===== src/sv/round_robin_message_scheduler_top_assert.svh =====
// Assertion macros for the round-robin message scheduler top level.
`ifndef ROUND_ROBIN_MESSAGE_SCHEDULER_TOP_ASSERT_SVH
`define ROUND_ROBIN_MESSAGE_SCHEDULER_TOP_ASSERT_SVH

// Same-cycle implication, disabled while reset is asserted
`define RRMS_ASSERT_NOW(label, clk, rst_n, ante, cons, msg) \
    label: assert property (@(posedge clk) disable iff (!rst_n) (ante) |-> (cons)) \
        else $error(msg);

// Next-cycle implication, disabled while reset is asserted
`define RRMS_ASSERT_NEXT(label, clk, rst_n, ante, cons, msg) \
    label: assert property (@(posedge clk) disable iff (!rst_n) (ante) |=> (cons)) \
        else $error(msg);

`endif


===== src/sv/rrms_pkg.sv =====
// Shared constants, codes and controller/datapath interface types.
package rrms_pkg;

    // Defaults for the top-level parameters
    localparam int ENTRIES_DEF     = 128;
    localparam int MAX_PAYLOAD_DEF = 64;

    // Configuration port
    localparam int CFG_IDX_W  = 3;
    localparam int CFG_DATA_W = 8;

    localparam logic [CFG_IDX_W-1:0] REG_TABLE_SIZE     = 3'd0;
    localparam logic [CFG_IDX_W-1:0] REG_LEVEL_LOW      = 3'd1;
    localparam logic [CFG_IDX_W-1:0] REG_LEVEL_HIGHEST  = 3'd2;
    localparam logic [CFG_IDX_W-1:0] REG_LEVEL_DESC_LOW = 3'd3;
    localparam logic [CFG_IDX_W-1:0] REG_LEVEL_DESC     = 3'd4;

    // Function codes
    localparam logic [1:0] FUNC_RECV = 2'd0;
    localparam logic [1:0] FUNC_POST = 2'd1;
    localparam logic [1:0] FUNC_SEND = 2'd2;
    localparam logic [1:0] FUNC_SIZE = 2'd3;

    // Result kinds
    localparam logic [2:0] KIND_ACCEPT = 3'd0;
    localparam logic [2:0] KIND_REJECT = 3'd1;
    localparam logic [2:0] KIND_DATA   = 3'd2;
    localparam logic [2:0] KIND_DESC   = 3'd3;
    localparam logic [2:0] KIND_NONE   = 3'd4;

    // Receive number that requests mark all: entries 1 .. n - 2 before the receive
    localparam logic [6:0] NUM_MARK_ALL = 7'h7F;

    // Mark table read address select
    localparam logic RD_IDX = 1'b0;
    localparam logic RD_NUM = 1'b1;

    // Raise level select
    localparam logic [1:0] LVL_MARKALL = 2'd0;
    localparam logic [1:0] LVL_RECV    = 2'd1;
    localparam logic [1:0] LVL_POST    = 2'd2;

    // Mark write data select
    localparam logic [1:0] WR_RAISE = 2'd0;
    localparam logic [1:0] WR_DESC  = 2'd1;
    localparam logic [1:0] WR_CLEAR = 2'd2;

    // Index counter operations
    localparam logic [1:0] IDX_HOLD = 2'd0;
    localparam logic [1:0] IDX_ONE  = 2'd1;
    localparam logic [1:0] IDX_PTR  = 2'd2;
    localparam logic [1:0] IDX_STEP = 2'd3;

    // Scan counter operations
    localparam logic [1:0] CNT_HOLD = 2'd0;
    localparam logic [1:0] CNT_ONE  = 2'd1;
    localparam logic [1:0] CNT_INC  = 2'd2;

    // Result number select
    localparam logic [1:0] RNUM_EFF  = 2'd0;
    localparam logic [1:0] RNUM_SCAN = 2'd1;
    localparam logic [1:0] RNUM_ZERO = 2'd2;

    // Commands from controller to datapath
    typedef struct packed {
        logic       load_in;
        logic       rd_sel;
        logic       mark_we;
        logic [1:0] wr_sel;
        logic [1:0] lvl_sel;
        logic       size_we;
        logic [1:0] idx_op;
        logic [1:0] cnt_op;
        logic       ptr_wrap;
        logic       ptr_take;
        logic       claim;
        logic       free_buf;
        logic       set_pend;
        logic       clr_pend;
        logic       emit;
        logic [2:0] res_kind;
        logic [1:0] res_num_sel;
    } dp_cmd_t;

    // Status from datapath to controller
    typedef struct packed {
        logic [1:0] func;
        logic       markall;
        logic       in_range;
        logic       size_ok;
        logic       pending;
        logic       reject;
        logic       mark_nz;
        logic       desc_hit;
        logic       idx_last;
        logic       cnt_done;
    } dp_stat_t;

endpackage


===== src/sv/rrms_dp.sv =====
// Datapath: registers, mark and size tables, buffer owner, scan pointer, result.
module rrms_dp #(
    parameter int ENTRIES     = rrms_pkg::ENTRIES_DEF,
    parameter int MAX_PAYLOAD = rrms_pkg::MAX_PAYLOAD_DEF
) (
    input  logic                           clk,
    input  logic                           rst_n,
    input  logic                           cfg_we,
    input  logic [rrms_pkg::CFG_IDX_W-1:0] cfg_addr,
    input  logic [rrms_pkg::CFG_DATA_W-1:0] cfg_wdata,
    input  logic [1:0]                     func,
    input  logic [6:0]                     message_number,
    input  logic                           description_flag,
    input  logic [7:0]                     payload_length,
    input  logic [7:0]                     priority_req,
    input  logic [6:0]                     entry_size,
    input  rrms_pkg::dp_cmd_t              cmd,
    output rrms_pkg::dp_stat_t             stat,
    output logic                           done,
    output logic [2:0]                     kind,
    output logic [6:0]                     message_number_res,
    output logic                           uses_buffer
);
    import rrms_pkg::*;

    localparam int IW = $clog2(ENTRIES);
    localparam int CW = $clog2(ENTRIES + 1);
    localparam logic [7:0] ENT8  = 8'(ENTRIES);
    localparam logic [7:0] MAXP8 = 8'(MAX_PAYLOAD);

    // Configuration registers
    logic [7:0] table_size_reg;
    logic [7:0] level_low_reg;
    logic [7:0] level_highest_reg;
    logic [7:0] level_desc_low_reg;
    logic [7:0] level_desc_reg;

    // Latched item
    logic [1:0] func_reg;
    logic [6:0] num_reg;
    logic       desc_reg;
    logic [7:0] plen_reg;
    logic [7:0] prio_reg;
    logic [6:0] esize_reg;

    // Control state
    logic [IW-1:0] idx_reg;
    logic [IW-1:0] idx_next;
    logic [CW-1:0] cnt_reg;
    logic [IW-1:0] ptr_reg;
    logic [IW-1:0] owner_reg;
    logic          buf_busy_reg;
    logic          pending_reg;

    // Tables
    logic [7:0]         mark_mem [ENTRIES];
    logic [ENTRIES-1:0] mark_vld_reg;
    logic [7:0]         mark_raw_q;
    logic               mark_vld_q;
    logic [IW-1:0]      rd_addr_q;
    logic [6:0]         size_mem [ENTRIES];
    logic [ENTRIES-1:0] size_vld_reg;
    logic [6:0]         size_raw_q;
    logic               size_vld_q;

    // Result registers
    logic       done_reg;
    logic [2:0] kind_reg;
    logic [6:0] num_res_reg;
    logic       uses_reg;

    // Derived values
    logic [7:0]    n_eff;
    logic [7:0]    n_m1;
    logic          in_range;
    logic [6:0]    num_eff;
    logic [7:0]    plen_eff;
    logic [IW-1:0] num_idx;
    logic [IW-1:0] ptr_w;
    logic [IW-1:0] rd_addr;
    logic [7:0]    mark_rdata;
    logic [6:0]    size_rdata;
    logic [7:0]    lvl;
    logic [7:0]    mark_wdata;
    logic          owns;

    // Configuration writes
    always_ff @(posedge clk or negedge rst_n)
    begin
        if (!rst_n)
        begin
            table_size_reg     <= 8'd128;
            level_low_reg      <= 8'd1;
            level_highest_reg  <= 8'd2;
            level_desc_low_reg <= 8'd3;
            level_desc_reg     <= 8'd4;
        end
        else if (cfg_we)
        begin
            unique case (cfg_addr)
                REG_TABLE_SIZE:     table_size_reg     <= cfg_wdata;
                REG_LEVEL_LOW:      level_low_reg      <= cfg_wdata;
                REG_LEVEL_HIGHEST:  level_highest_reg  <= cfg_wdata;
                REG_LEVEL_DESC_LOW: level_desc_low_reg <= cfg_wdata;
                REG_LEVEL_DESC:     level_desc_reg     <= cfg_wdata;
                default:            ;
            endcase
        end
    end

    // Item capture on start transfer
    always_ff @(posedge clk)
    begin
        if (cmd.load_in)
        begin
            func_reg  <= func;
            num_reg   <= message_number;
            desc_reg  <= description_flag;
            plen_reg  <= payload_length;
            prio_reg  <= priority_req;
            esize_reg <= entry_size;
        end
    end

    // Effective table size and clamped number
    always_comb
    begin
        if (table_size_reg == 8'd0)
            n_eff = 8'd1;
        else if (table_size_reg > ENT8)
            n_eff = ENT8;
        else
            n_eff = table_size_reg;
        n_m1     = n_eff - 8'd1;
        in_range = {1'b0, num_reg} < n_eff;
        num_eff  = in_range ? num_reg : n_m1[6:0];
        plen_eff = in_range ? plen_reg : 8'd0;
        num_idx  = num_eff[IW-1:0];
        ptr_w    = (8'(ptr_reg) >= n_eff) ? '0 : ptr_reg;
        rd_addr  = (cmd.rd_sel == RD_NUM) ? num_idx : idx_reg;
    end

    // Mark table: one write at the last read address, one registered read
    always_ff @(posedge clk)
    begin
        if (cmd.mark_we)
            mark_mem[rd_addr_q] <= mark_wdata;
        mark_raw_q <= mark_mem[rd_addr];
        mark_vld_q <= mark_vld_reg[rd_addr];
        rd_addr_q  <= rd_addr;
    end

    // Size table: written on size load, read at the clamped number
    always_ff @(posedge clk)
    begin
        if (cmd.size_we)
            size_mem[num_reg[IW-1:0]] <= esize_reg;
        size_raw_q <= size_mem[num_idx];
        size_vld_q <= size_vld_reg[num_idx];
    end

    // Entry valid bits: an unwritten entry reads as zero
    always_ff @(posedge clk or negedge rst_n)
    begin
        if (!rst_n)
        begin
            mark_vld_reg <= '0;
            size_vld_reg <= '0;
        end
        else
        begin
            if (cmd.mark_we)
                mark_vld_reg[rd_addr_q] <= 1'b1;
            if (cmd.size_we)
                size_vld_reg[num_reg[IW-1:0]] <= 1'b1;
        end
    end

    assign mark_rdata = mark_vld_q ? mark_raw_q : 8'd0;
    assign size_rdata = size_vld_q ? size_raw_q : 7'd0;
    assign owns       = buf_busy_reg && (owner_reg == rd_addr_q);

    // Mark write data
    always_comb
    begin
        case (cmd.lvl_sel)
            LVL_MARKALL: lvl = desc_reg ? level_desc_low_reg : level_low_reg;
            LVL_RECV:    lvl = desc_reg ? level_desc_reg : level_highest_reg;
            LVL_POST:    lvl = prio_reg;
            default:     lvl = 8'd0;
        endcase
        case (cmd.wr_sel)
            WR_RAISE: mark_wdata = (mark_rdata < lvl) ? lvl : mark_rdata;
            WR_DESC:  mark_wdata = owns ? level_highest_reg : level_low_reg;
            WR_CLEAR: mark_wdata = 8'd0;
            default:  mark_wdata = mark_rdata;
        endcase
    end

    // Index step wraps at the table size
    assign idx_next = (8'(idx_reg) == n_m1) ? '0 : idx_reg + IW'(1);

    // Counters, pointer, buffer and pending flag
    always_ff @(posedge clk or negedge rst_n)
    begin
        if (!rst_n)
        begin
            idx_reg      <= '0;
            cnt_reg      <= '0;
            ptr_reg      <= '0;
            buf_busy_reg <= 1'b0;
            pending_reg  <= 1'b1;
        end
        else
        begin
            case (cmd.idx_op)
                IDX_ONE:  idx_reg <= IW'(1);
                IDX_PTR:  idx_reg <= ptr_w;
                IDX_STEP: idx_reg <= idx_next;
                default:  ;
            endcase
            case (cmd.cnt_op)
                CNT_ONE: cnt_reg <= CW'(1);
                CNT_INC: cnt_reg <= cnt_reg + CW'(1);
                default: ;
            endcase
            if (cmd.ptr_wrap)
                ptr_reg <= ptr_w;
            else if (cmd.ptr_take)
                ptr_reg <= rd_addr_q;
            if (cmd.claim && plen_eff != 8'd0)
                buf_busy_reg <= 1'b1;
            else if (cmd.free_buf && owns)
                buf_busy_reg <= 1'b0;
            if (cmd.set_pend)
                pending_reg <= 1'b1;
            else if (cmd.clr_pend)
                pending_reg <= 1'b0;
        end
    end

    // Buffer owner, meaningful only while the buffer is busy
    always_ff @(posedge clk)
    begin
        if (cmd.claim && plen_eff != 8'd0)
            owner_reg <= num_idx;
    end

    // Result strobe
    always_ff @(posedge clk or negedge rst_n)
    begin
        if (!rst_n)
            done_reg <= 1'b0;
        else
            done_reg <= cmd.emit;
    end

    // Result payload
    always_ff @(posedge clk)
    begin
        if (cmd.emit)
        begin
            kind_reg <= cmd.res_kind;
            uses_reg <= (cmd.res_kind == KIND_DATA) && owns;
            case (cmd.res_num_sel)
                RNUM_EFF:  num_res_reg <= num_eff;
                RNUM_SCAN: num_res_reg <= 7'(rd_addr_q);
                default:   num_res_reg <= 7'd0;
            endcase
        end
    end

    // Status to controller
    always_comb
    begin
        stat.func     = func_reg;
        stat.markall  = (num_reg == NUM_MARK_ALL) && (n_eff >= 8'd3);
        stat.in_range = in_range;
        stat.size_ok  = {1'b0, num_reg} < ENT8;
        stat.pending  = pending_reg;
        stat.reject   = (plen_eff != 8'd0) &&
                        (buf_busy_reg || plen_eff != {1'b0, size_rdata} || plen_eff > MAXP8);
        stat.mark_nz  = mark_rdata != 8'd0;
        stat.desc_hit = mark_rdata >= level_desc_low_reg;
        stat.idx_last = 8'(idx_reg) == n_m1;
        stat.cnt_done = cnt_reg == n_eff[CW-1:0];
    end

    assign done               = done_reg;
    assign kind               = kind_reg;
    assign message_number_res = num_res_reg;
    assign uses_buffer        = uses_reg;

endmodule


===== src/sv/rrms_ctrl.sv =====
// Controller state machine: sequences table walks, scans and read-modify-writes.
module rrms_ctrl (
    input  logic               clk,
    input  logic               rst_n,
    input  logic               start,
    output logic               busy,
    input  rrms_pkg::dp_stat_t stat,
    output rrms_pkg::dp_cmd_t  cmd
);
    import rrms_pkg::*;

    localparam logic [3:0] S_IDLE       = 4'd0;
    localparam logic [3:0] S_DISPATCH   = 4'd1;
    localparam logic [3:0] S_WALK_START = 4'd2;
    localparam logic [3:0] S_WALK       = 4'd3;
    localparam logic [3:0] S_RECV_CHK   = 4'd4;
    localparam logic [3:0] S_RECV_WR    = 4'd5;
    localparam logic [3:0] S_POST_WR    = 4'd6;
    localparam logic [3:0] S_SCAN_START = 4'd7;
    localparam logic [3:0] S_SCAN       = 4'd8;

    logic [3:0] state_reg;
    logic [3:0] state_next;

    // State register
    always_ff @(posedge clk or negedge rst_n)
    begin
        if (!rst_n)
            state_reg <= S_IDLE;
        else
            state_reg <= state_next;
    end

    // Next state and commands
    always_comb
    begin
        state_next      = state_reg;
        cmd             = '0;
        cmd.rd_sel      = RD_IDX;
        cmd.wr_sel      = WR_RAISE;
        cmd.lvl_sel     = LVL_POST;
        cmd.idx_op      = IDX_HOLD;
        cmd.cnt_op      = CNT_HOLD;
        cmd.res_kind    = KIND_NONE;
        cmd.res_num_sel = RNUM_ZERO;

        unique case (state_reg)
            S_IDLE:
            begin
                if (start)
                begin
                    cmd.load_in = 1'b1;
                    state_next  = S_DISPATCH;
                end
            end

            S_DISPATCH:
            begin
                unique case (stat.func)
                    FUNC_RECV:
                    begin
                        if (stat.markall)
                        begin
                            cmd.idx_op   = IDX_ONE;
                            cmd.set_pend = 1'b1;
                            state_next   = S_WALK_START;
                        end
                        else
                            state_next = S_RECV_CHK;
                    end
                    FUNC_POST:
                    begin
                        cmd.rd_sel = RD_NUM;
                        state_next = stat.in_range ? S_POST_WR : S_IDLE;
                    end
                    FUNC_SEND:
                    begin
                        if (!stat.pending)
                        begin
                            cmd.emit   = 1'b1;
                            state_next = S_IDLE;
                        end
                        else
                        begin
                            cmd.ptr_wrap = 1'b1;
                            cmd.idx_op   = IDX_PTR;
                            state_next   = S_SCAN_START;
                        end
                    end
                    FUNC_SIZE:
                    begin
                        cmd.size_we = stat.size_ok;
                        state_next  = S_IDLE;
                    end
                    default: state_next = S_IDLE;
                endcase
            end

            // Mark-all walk: write entry k while reading entry k+1
            S_WALK_START:
            begin
                cmd.idx_op = IDX_STEP;
                state_next = S_WALK;
            end

            S_WALK:
            begin
                cmd.mark_we = 1'b1;
                cmd.lvl_sel = LVL_MARKALL;
                if (!stat.idx_last)
                    cmd.idx_op = IDX_STEP;
                else
                    state_next = S_RECV_CHK;
            end

            S_RECV_CHK:
            begin
                cmd.res_num_sel = RNUM_EFF;
                if (stat.reject)
                begin
                    cmd.emit     = 1'b1;
                    cmd.res_kind = KIND_REJECT;
                    state_next   = S_IDLE;
                end
                else
                begin
                    cmd.claim  = 1'b1;
                    cmd.rd_sel = RD_NUM;
                    state_next = S_RECV_WR;
                end
            end

            S_RECV_WR:
            begin
                cmd.mark_we     = 1'b1;
                cmd.lvl_sel     = LVL_RECV;
                cmd.set_pend    = 1'b1;
                cmd.emit        = 1'b1;
                cmd.res_kind    = KIND_ACCEPT;
                cmd.res_num_sel = RNUM_EFF;
                state_next      = S_IDLE;
            end

            S_POST_WR:
            begin
                cmd.mark_we  = 1'b1;
                cmd.lvl_sel  = LVL_POST;
                cmd.set_pend = 1'b1;
                state_next   = S_IDLE;
            end

            S_SCAN_START:
            begin
                cmd.idx_op = IDX_STEP;
                cmd.cnt_op = CNT_ONE;
                state_next = S_SCAN;
            end

            // Check last read entry, issue the next read meanwhile
            S_SCAN:
            begin
                if (stat.mark_nz)
                begin
                    cmd.mark_we     = 1'b1;
                    cmd.wr_sel      = stat.desc_hit ? WR_DESC : WR_CLEAR;
                    cmd.free_buf    = !stat.desc_hit;
                    cmd.ptr_take    = 1'b1;
                    cmd.emit        = 1'b1;
                    cmd.res_kind    = stat.desc_hit ? KIND_DESC : KIND_DATA;
                    cmd.res_num_sel = RNUM_SCAN;
                    state_next      = S_IDLE;
                end
                else if (stat.cnt_done)
                begin
                    cmd.clr_pend = 1'b1;
                    cmd.emit     = 1'b1;
                    state_next   = S_IDLE;
                end
                else
                begin
                    cmd.idx_op = IDX_STEP;
                    cmd.cnt_op = CNT_INC;
                end
            end

            default: state_next = S_IDLE;
        endcase
    end

    assign busy = state_reg != S_IDLE;

endmodule


===== src/sv/round_robin_message_scheduler_top.sv =====
// Top level of the round-robin message scheduler.
//
//   Channel   Signals                                           Direction
//   config    cfg_we, cfg_addr, cfg_wdata                       in
//   command   start, busy, func .. entry_size                   in (busy out)
//   result    done, kind, message_number_res, uses_buffer       out
//
// A command transfers when start is high and busy is low; done marks a result
// for one cycle. A mark-all receive walks entries 1 .. n - 2, and a send next
// scans up to n entries from the pointer (n = effective table size).
// Both are paced by the single read port of the mark table: one entry a cycle.
// rst_n clears tables through valid bits at once: no clearing pass.
// Results cannot be stalled; the receiver takes each on its done cycle.
`include "round_robin_message_scheduler_top_assert.svh"

module round_robin_message_scheduler_top #(
    parameter int ENTRIES     = rrms_pkg::ENTRIES_DEF,
    parameter int MAX_PAYLOAD = rrms_pkg::MAX_PAYLOAD_DEF
) (
    input  logic                            clk,
    input  logic                            rst_n,
    input  logic                            cfg_we,
    input  logic [rrms_pkg::CFG_IDX_W-1:0]  cfg_addr,
    input  logic [rrms_pkg::CFG_DATA_W-1:0] cfg_wdata,
    input  logic                            start,
    output logic                            busy,
    input  logic [1:0]                      func,
    input  logic [6:0]                      message_number,
    input  logic                            description_flag,
    input  logic [7:0]                      payload_length,
    input  logic [7:0]                      priority_req,
    input  logic [6:0]                      entry_size,
    output logic                            done,
    output logic [2:0]                      kind,
    output logic [6:0]                      message_number_res,
    output logic                            uses_buffer
);
    import rrms_pkg::*;

    dp_cmd_t  cmd;
    dp_stat_t stat;

    // Sequencer
    rrms_ctrl u_ctrl (
        .clk   (clk),
        .rst_n (rst_n),
        .start (start),
        .busy  (busy),
        .stat  (stat),
        .cmd   (cmd)
    );

    // Tables and registers
    rrms_dp #(
        .ENTRIES     (ENTRIES),
        .MAX_PAYLOAD (MAX_PAYLOAD)
    ) u_dp (
        .clk                (clk),
        .rst_n              (rst_n),
        .cfg_we             (cfg_we),
        .cfg_addr           (cfg_addr),
        .cfg_wdata          (cfg_wdata),
        .func               (func),
        .message_number     (message_number),
        .description_flag   (description_flag),
        .payload_length     (payload_length),
        .priority_req       (priority_req),
        .entry_size         (entry_size),
        .cmd                (cmd),
        .stat               (stat),
        .done               (done),
        .kind               (kind),
        .message_number_res (message_number_res),
        .uses_buffer        (uses_buffer)
    );

    // Checks
    `RRMS_ASSERT_NEXT(a_start_busy, clk, rst_n, start && !busy, busy, "command not taken")
    `RRMS_ASSERT_NEXT(a_done_single, clk, rst_n, done, !done, "back-to-back results")
    `RRMS_ASSERT_NOW(a_buf_data, clk, rst_n, done && uses_buffer, kind == KIND_DATA, "buffer on non-data result")
    `RRMS_ASSERT_NOW(a_idle_nowr, clk, rst_n, cmd.mark_we || cmd.size_we, busy, "table write while idle")

endmodule


===== config.mk =====
export PLATFORM = sky130hd
export DESIGN_NAME = round_robin_message_scheduler_top
export DESIGN_NICKNAME = d
export VERILOG_FILES = /design/src/sv/rrms_pkg.sv /design/src/sv/rrms_dp.sv /design/src/sv/rrms_ctrl.sv /design/src/sv/round_robin_message_scheduler_top.sv
export VERILOG_INCLUDE_DIRS = /design/src /design/src/sv
export SDC_FILE = /design/constraint.sdc
export NUM_CORES = 2
export LEC_CHECK = 0
export BUFFER_PORTS_ARGS = -buffer_cell sky130_fd_sc_hd__clkbuf_2
export CAP_MARGIN = 30
export CORE_ASPECT_RATIO = 1.4
export CORE_UTILIZATION = 25
export DETAILED_ROUTE_END_ITERATION = 8
export MAX_ROUTING_LAYER = met4
export PLACE_DENSITY = 0.48
export REMOVE_ABC_BUFFERS = 1
export SLEW_MARGIN = 0
export SYNTH_ARGS = -nofsm -noshare
export SYNTH_HDL_FRONTEND = slang
export SYNTH_SLANG_ARGS = --single-unit

===== constraint.sdc =====
create_clock -name clk -period 13.3 [get_ports clk]
set_clock_uncertainty 0.05 [all_clocks]
set_input_delay 1.995 -clock clk [delete_from_list [all_inputs] [get_ports clk]]
set_output_delay 1.995 -clock clk [all_outputs]
set_load 0.03 [all_outputs]

== After elaboration in Yosys (flattened, before gate mapping) ==
Memories as Yosys holds them, arrays and structs flattened. A register that Yosys moved wholly into a read port is not among the register bits.
Cells that the tools add are included.
Storage, ports and cells
  output and inout port bits: 13
  RAM bits: 1920
  memories: 2
  flip-flop bits (word level): 385
  input bits: 48
  logic and storage cells: 204
Operators by class
  $lt $le $gt $ge: 13
  reductions and logical operators: 35
  add/sub/neg operators: 3
  mux-type cells: 88
  equal/unequal tests: 34
  bitwise operators: 2
Memories
  u_dp.mark_mem: words 128, width 8, rd ports 1, clocked after Yosys merged registers in 1, wr ports 1, line rrms_dp.sv:56  | logic [7:0] mark_mem [ENTRIES];
  u_dp.size_mem: words 128, width 7, rd ports 1, clocked after Yosys merged registers in 1, wr ports 1, line rrms_dp.sv:61  | logic [6:0] size_mem [ENTRIES];
Operator list (number)
  $or A128 B128 Y128: 2
  $mux W8: 8
  $mux W7: 7
  $pmux W8 S3: 2
  $mux W1: 35
  $lt A7 B8 Y1 const B: 4
  $mux W4: 7
  $pmux W4 S7: 1
  $pmux W7 S3: 1
  $eq A4 B3 Y1 const B: 4
  $pmux W4 S4: 1
  $pmux W8 S2: 1
  $reduce_bool A8 Y1: 2
  $mux W3: 5
  $pmux W5 S3: 1
  $bmux W1 S7: 2
  $demux W1 S7: 2
  $eq A2 B2 Y1 const B: 7
  $ge A7 B1 Y1 const B: 2
  $pmux W7 S2: 1
  $eq A2 B1 Y1 const B: 6
  $pmux W2 S2: 3
  $mux W2: 5
  $reduce_and A2 Y1: 5
  other kinds (41): 61

== Logic depth before layout (Yosys ltp) ==
  depth in word-level cells: 14
  gate-level depth with buffers: 24
  gate-level depth less buffers: 17

== Modules after synthesis ==
From an unflattened synthesis, not the netlist that was laid out.
Unflattened totals
  cells, all modules: 6892
  area total of the unflattened synthesis: 94165.3 µm²
Modules (own cells, without submodules)
  rrms_dp: area each 93588.5 µm², sequential area each 67708.7 µm², cells each 6808, times used 1
  rrms_ctrl: area each 576.8 µm², sequential area each 100.1 µm², cells each 84, times used 1

== Worst setup path before layout ==
No wires, ideal clock.
  kind: register -> register
  start: register u_dp.desc_reg
  end: memory u_dp.mark_mem[0][4] (data pin)
  buffers on the path: 3
  arrival time: 8.673 ns
  cell stages (with the launch flop): 18
  data required time: 12.010 ns
  path slack: 3.338 ns
  path through: edfxtp_1 clkbuf_1 buf_1 mux2i_1 o22ai_1 a21oi_1 ha_1 a21boi_0 o21a_1 o21a_1 o21a_1 o21a_1 o21ai_0 nand2b_1 a21oi_1 clkbuf_1 nor2_1 o32ai_1
Between the ends
  longest elaborated chain between the ends: 5
  elaborated cells on any way between the ends: 6
  classes of those cells: order compare: 1; mux: 5
RTL lines
  start, declared: line rrms_dp.sv:41  | logic desc_reg;
  start signal, assigned: line rrms_dp.sv:118  | desc_reg <= description_flag;
  $mux W8, on equally long branches: line rrms_dp.sv:188, rrms_dp.sv:187
  $pmux W8 S3 (*): line rrms_dp.sv:186  | case (cmd.lvl_sel)
  $lt A8 B8 Y1: line rrms_dp.sv:193  | WR_RAISE: mark_wdata = (mark_rdata < lvl) ? lvl : mark_rdata;
  $mux W8 (*): line rrms_dp.sv:193
  $pmux W8 S3 (*): line rrms_dp.sv:192  | case (cmd.wr_sel)
  via u_dp.mark_wdata[4]: line rrms_dp.sv:84  | logic [7:0] mark_wdata;
  end, declared: line rrms_dp.sv:56
Mark *: on every way through the listed nets, which the timed path passes. The rest lies on a longest branch.

== Worst setup path in the final report ==
  start: register u_dp.table_size_reg[7]
  end: register u_dp.mark_raw_q[7] (read register of u_dp.mark_mem)
Between the ends
  longest elaborated chain between the ends: 12
  elaborated cells on any way between the ends: 17
  classes of those cells: add/sub: 1; order compare: 3; eq/ne: 1; mux: 7; reduce/logical: 5
RTL lines
  start, declared: line rrms_dp.sv:32  | logic [7:0] table_size_reg;
  start signal, assigned: line rrms_dp.sv:101  | REG_TABLE_SIZE: table_size_reg <= cfg_wdata;
  $gt A8 B8 Y1: line rrms_dp.sv:130  | else if (table_size_reg > ENT8)
  $mux W8: line rrms_dp.sv:130
  $mux W8 (*): line rrms_dp.sv:128  | if (table_size_reg == 8'd0)
  branches (longest 8 deep; another with $lt A7 B8 Y1)
  $mux W7 (*): line rrms_dp.sv:140  | rd_addr = (cmd.rd_sel == RD_NUM) ? num_idx : idx_reg;
  end, declared: line rrms_dp.sv:58  | logic [7:0] mark_raw_q;
Every way passes the cells marked *.
A chain may end at the register's enable or synchronous reset.

==> flow_metrics.env <==
export IMPL_critPathMaxStageDelay_ps=980
export IMPL_ys_flop_type="edfxtp_1"
export IMPL_dp_hpwl_mm=188
export IMPL_synth_edff_count=1971
export IMPL_overflow=0
export IMPL_largest_reg_flops=1024
export IMPL_die_w_um=522
export IMPL_start_kind="flop"
export IMPL_period_share_pct=61.4
export IMPL_dp_cells=11900
export IMPL_synthToLayoutAreaGrowth_pct=15.4
export IMPL_cts_tree="yes"
export IMPL_rsz0062_at_grt="no"
export IMPL_ys_ff_latch=2320
export IMPL_postRouteAntennaNets=0
export IMPL_final_common_cell="edfxtp_1"
export IMPL_grt_antenna_before_repair=11
export IMPL_worstPathArrival_ps=8890
export IMPL_numPortBuffers=60
export IMPL_ir_drop_mv=0.216
export IMPL_pin_count=61
export IMPL_drt_vias_per_instance=4.80
export IMPL_multi_input_area_sq_um=24800
export IMPL_worst_setup_path_end_kind="flop"
export IMPL_ys_types=84
export IMPL_top_register="u_dp.mark_mem"
export IMPL_slew_headroom_pct=23.4
export IMPL_setup_viol_count_final=0
export IMPL_cts_resized=0
export IMPL_crit_required_ps=14020
export IMPL_synth_cells=7113
export IMPL_cts_hold_buf=0
export IMPL_ff_latch_area_sq_um=67800
export IMPL_route_vias_total=59200
export IMPL_grt_pass1_vias=59000
export IMPL_coreArea_sq_um=375000
export IMPL_worst_path_buf_inv=2
export IMPL_fillCellCount=38000
export IMPL_cts_buffers=244
export IMPL_avgRoutedWirePerCell_um=24.4
export IMPL_drt_iter0_markers=5205
export IMPL_hold_violations=0
export IMPL_netlist_area_sq_um=94500
export IMPL_fin_crit_ps=8170
export IMPL_syn_area_per_cell_sq_um=13.3
export IMPL_yosysSeqAreaShare_pct=71.8
export IMPL_synthArstFlopShare_pct=14.0
export IMPL_path_cells="clkinv_1, nand2_1, ha_1, a211oi_1, o22ai_1, a21o_1, a2bb2oi_1, a2111o_1, o21ai_4, mux2i_4, inv_1, nor2_1, nand2_1, a21oi_1, nor4_1, a311oi_1, a31oi_1"
export IMPL_clkTransAtPathRegs_ps=70
export IMPL_nets=7245
export IMPL_path_max_fanout=22
export IMPL_p_leak_nw=38.3
export IMPL_root_buffer="clkbuf_16"
export IMPL_die_y_um=729
export IMPL_wl_mm=301
export IMPL_fin_cells=12300
export IMPL_post_place_ws_ps=5140
export IMPL_powerDensity_nw_per_um2=237
export IMPL_dr_pass1_iters=6
export IMPL_cts_setup_buffers=0
export IMPL_clkSinkCount=2320
export IMPL_rows=266
export IMPL_hp_class="reg -> reg"
export IMPL_grt_max_degree=161
export IMPL_cpLargestDelayFamily="compound AO/OA/AOI/OAI gates"
export IMPL_critPathKind="reg -> reg"
export IMPL_place_gp_congestion=0.877
export IMPL_insertion_delay_ps=940
export IMPL_outcome="finished clean"
export IMPL_power_w=0.0259
export IMPL_grt_util_all_layers_pct=15.9
export IMPL_final_cell_mix="edfxtp_1, nand2_1, nand3_1, nor2_1, dfrtp_1"
export IMPL_layout_drive_gt1_share_pct=14.4
export IMPL_fmax_mhz=122
export IMPL_grt_pass1_wl_mm=432
export IMPL_final_core_util_pct=29.0
export IMPL_start_util_pct=25.2
export IMPL_tightest_slew_ps=1130
export IMPL_maxCapViolCount=0
export IMPL_yosysWarnings=0
export IMPL_drc_errors=0
export IMPL_drv_slew=0
export IMPL_dieArea_sq_um=380000
export IMPL_cp_slowest_cell="mux2i_4"
export IMPL_cpMostUsedCell="nand2_1"
export IMPL_fin_ws_ps=5130
export IMPL_htree_num_levels=4
export IMPL_max_clock_path_buffers=4
where the power goes:
part | total, W | internal, W | switching (W)
Combinational | 0.00927 | 0.00234 | 0.00693
Clock | 0.00694 | 0.00403 | 0.00291
Sequential | 0.00965 | 0.00941 | 0.000237
Total | 0.0259 | 0.0158 | 0.0101
worst paths after layout:
kind                                          endpoint  slack, ps  cells past startpoint                   start
min in group asynchronous         u_dp.size_vld_reg[0]       1060                      1                   rst_n
worst min register to register  u_dp.mark_vld_reg[107]        410                      1  u_dp.mark_vld_reg[107]
worst max register to register      u_dp.mark_raw_q[7]       5130                     17  u_dp.table_size_reg[7]
worst min-delay path            u_dp.mark_vld_reg[107]        410                      1  u_dp.mark_vld_reg[107]
worst max-delay path                u_dp.mark_raw_q[7]       5130                     17  u_dp.table_size_reg[7]
max in group asynchronous        u_dp.mark_vld_reg[99]       9870                      3                   rst_n
metal layers:
layer / GRT usage (%) / up-vias / part of all wire [%]
met4: 6.16 / 0 / 4.1
met1: 18.7 / 30500 / 39
met3: 1.84 / 511 / 5.1
met5: - / - / 0
met2: 27.5 / 1836 / 51
li1: - / 26400 / -
worst register-to-register path, delay by kind of cell (launching register included):
| family | cells | cell delay, ps |
|---|---|---|
| buffers and inverters | 2 | 970 |
| AOI/OAI and AO/OA | 9 | 3180 |
| adders and majority gates | 1 | 290 |
| muxes | 1 | 980 |
| DFF | 1 | 630 |
| and+or+nand+nor | 4 | 1920 |
through the flow:
step / hold slack (ps) / setup TNS (ps) / area (sq um)
6_report: 413 / 0 / 109000
5_1_grt: 417 / 0 / 109000
4_1_cts: 416 / 0 / 109000
3_5_place_dp: 401 / 0 / 101000
3_3_place_gp: 396 / 0 / 100000
2_1_floorplan: 384 / -1110060 / 92600
logic make-up (layout without fill, tap and decap cells):
| group | Yosys count | count (layout) | synth area share (%) |
|---|---|---|---|
| muxes | 324 | 324 | 4.61 |
| xor gates and xnor gates | 29 | 29 | 0.269 |
| other | 0 | 5 | 0 |
| adders and majority gates | 33 | 33 | 0.437 |
| and+or+nand+nor | 3160 | 3160 | 14.8 |
| buffers and inverters | 485 | 743 | 2.23 |
| AOI/OAI and AO/OA | 762 | 762 | 5.88 |
| DFF | 2320 | 2320 | 71.8 |
cells in the mapped netlist, drive strengths merged (15+ instances only):
master	number	area share [%]
a2111oi	17	0.18
a211oi	61	0.48
a21oi	171	0.91
a311oi	235	2.2
a31oi	48	0.32
and3	141	0.93
buf	153	0.91
clkbuf	273	1.1
dfrtp	318	8.4
dfxtp	24	0.51
edfxtp	1971	63
ha	33	0.44
inv	52	0.21
mux2	56	0.67
mux2i	185	2.0
mux4	83	2.0
nand2	1705	6.8
nand3	575	3.0
nor2	322	1.3
nor2b	15	0.099
nor3	58	0.31
nor4	19	0.13
o21ai	54	0.30
o221ai	18	0.17
o22ai	32	0.21
or2	262	1.7
xnor2	20	0.19
final cells by class:
cell class                      instances  area share [%]
Clock buffer                          341            6.29
Multi-Input combinational cell       4308            22.8
Antenna cell                            5          0.0115
Inverter                               59           0.231
Tap cell                             4958            5.69
Clock inverter                        112            1.12
Timing Repair Buffer                  231            1.71
Sequential cell                      2320            62.2
Note: power is estimated with default switching activity, not from simulation.
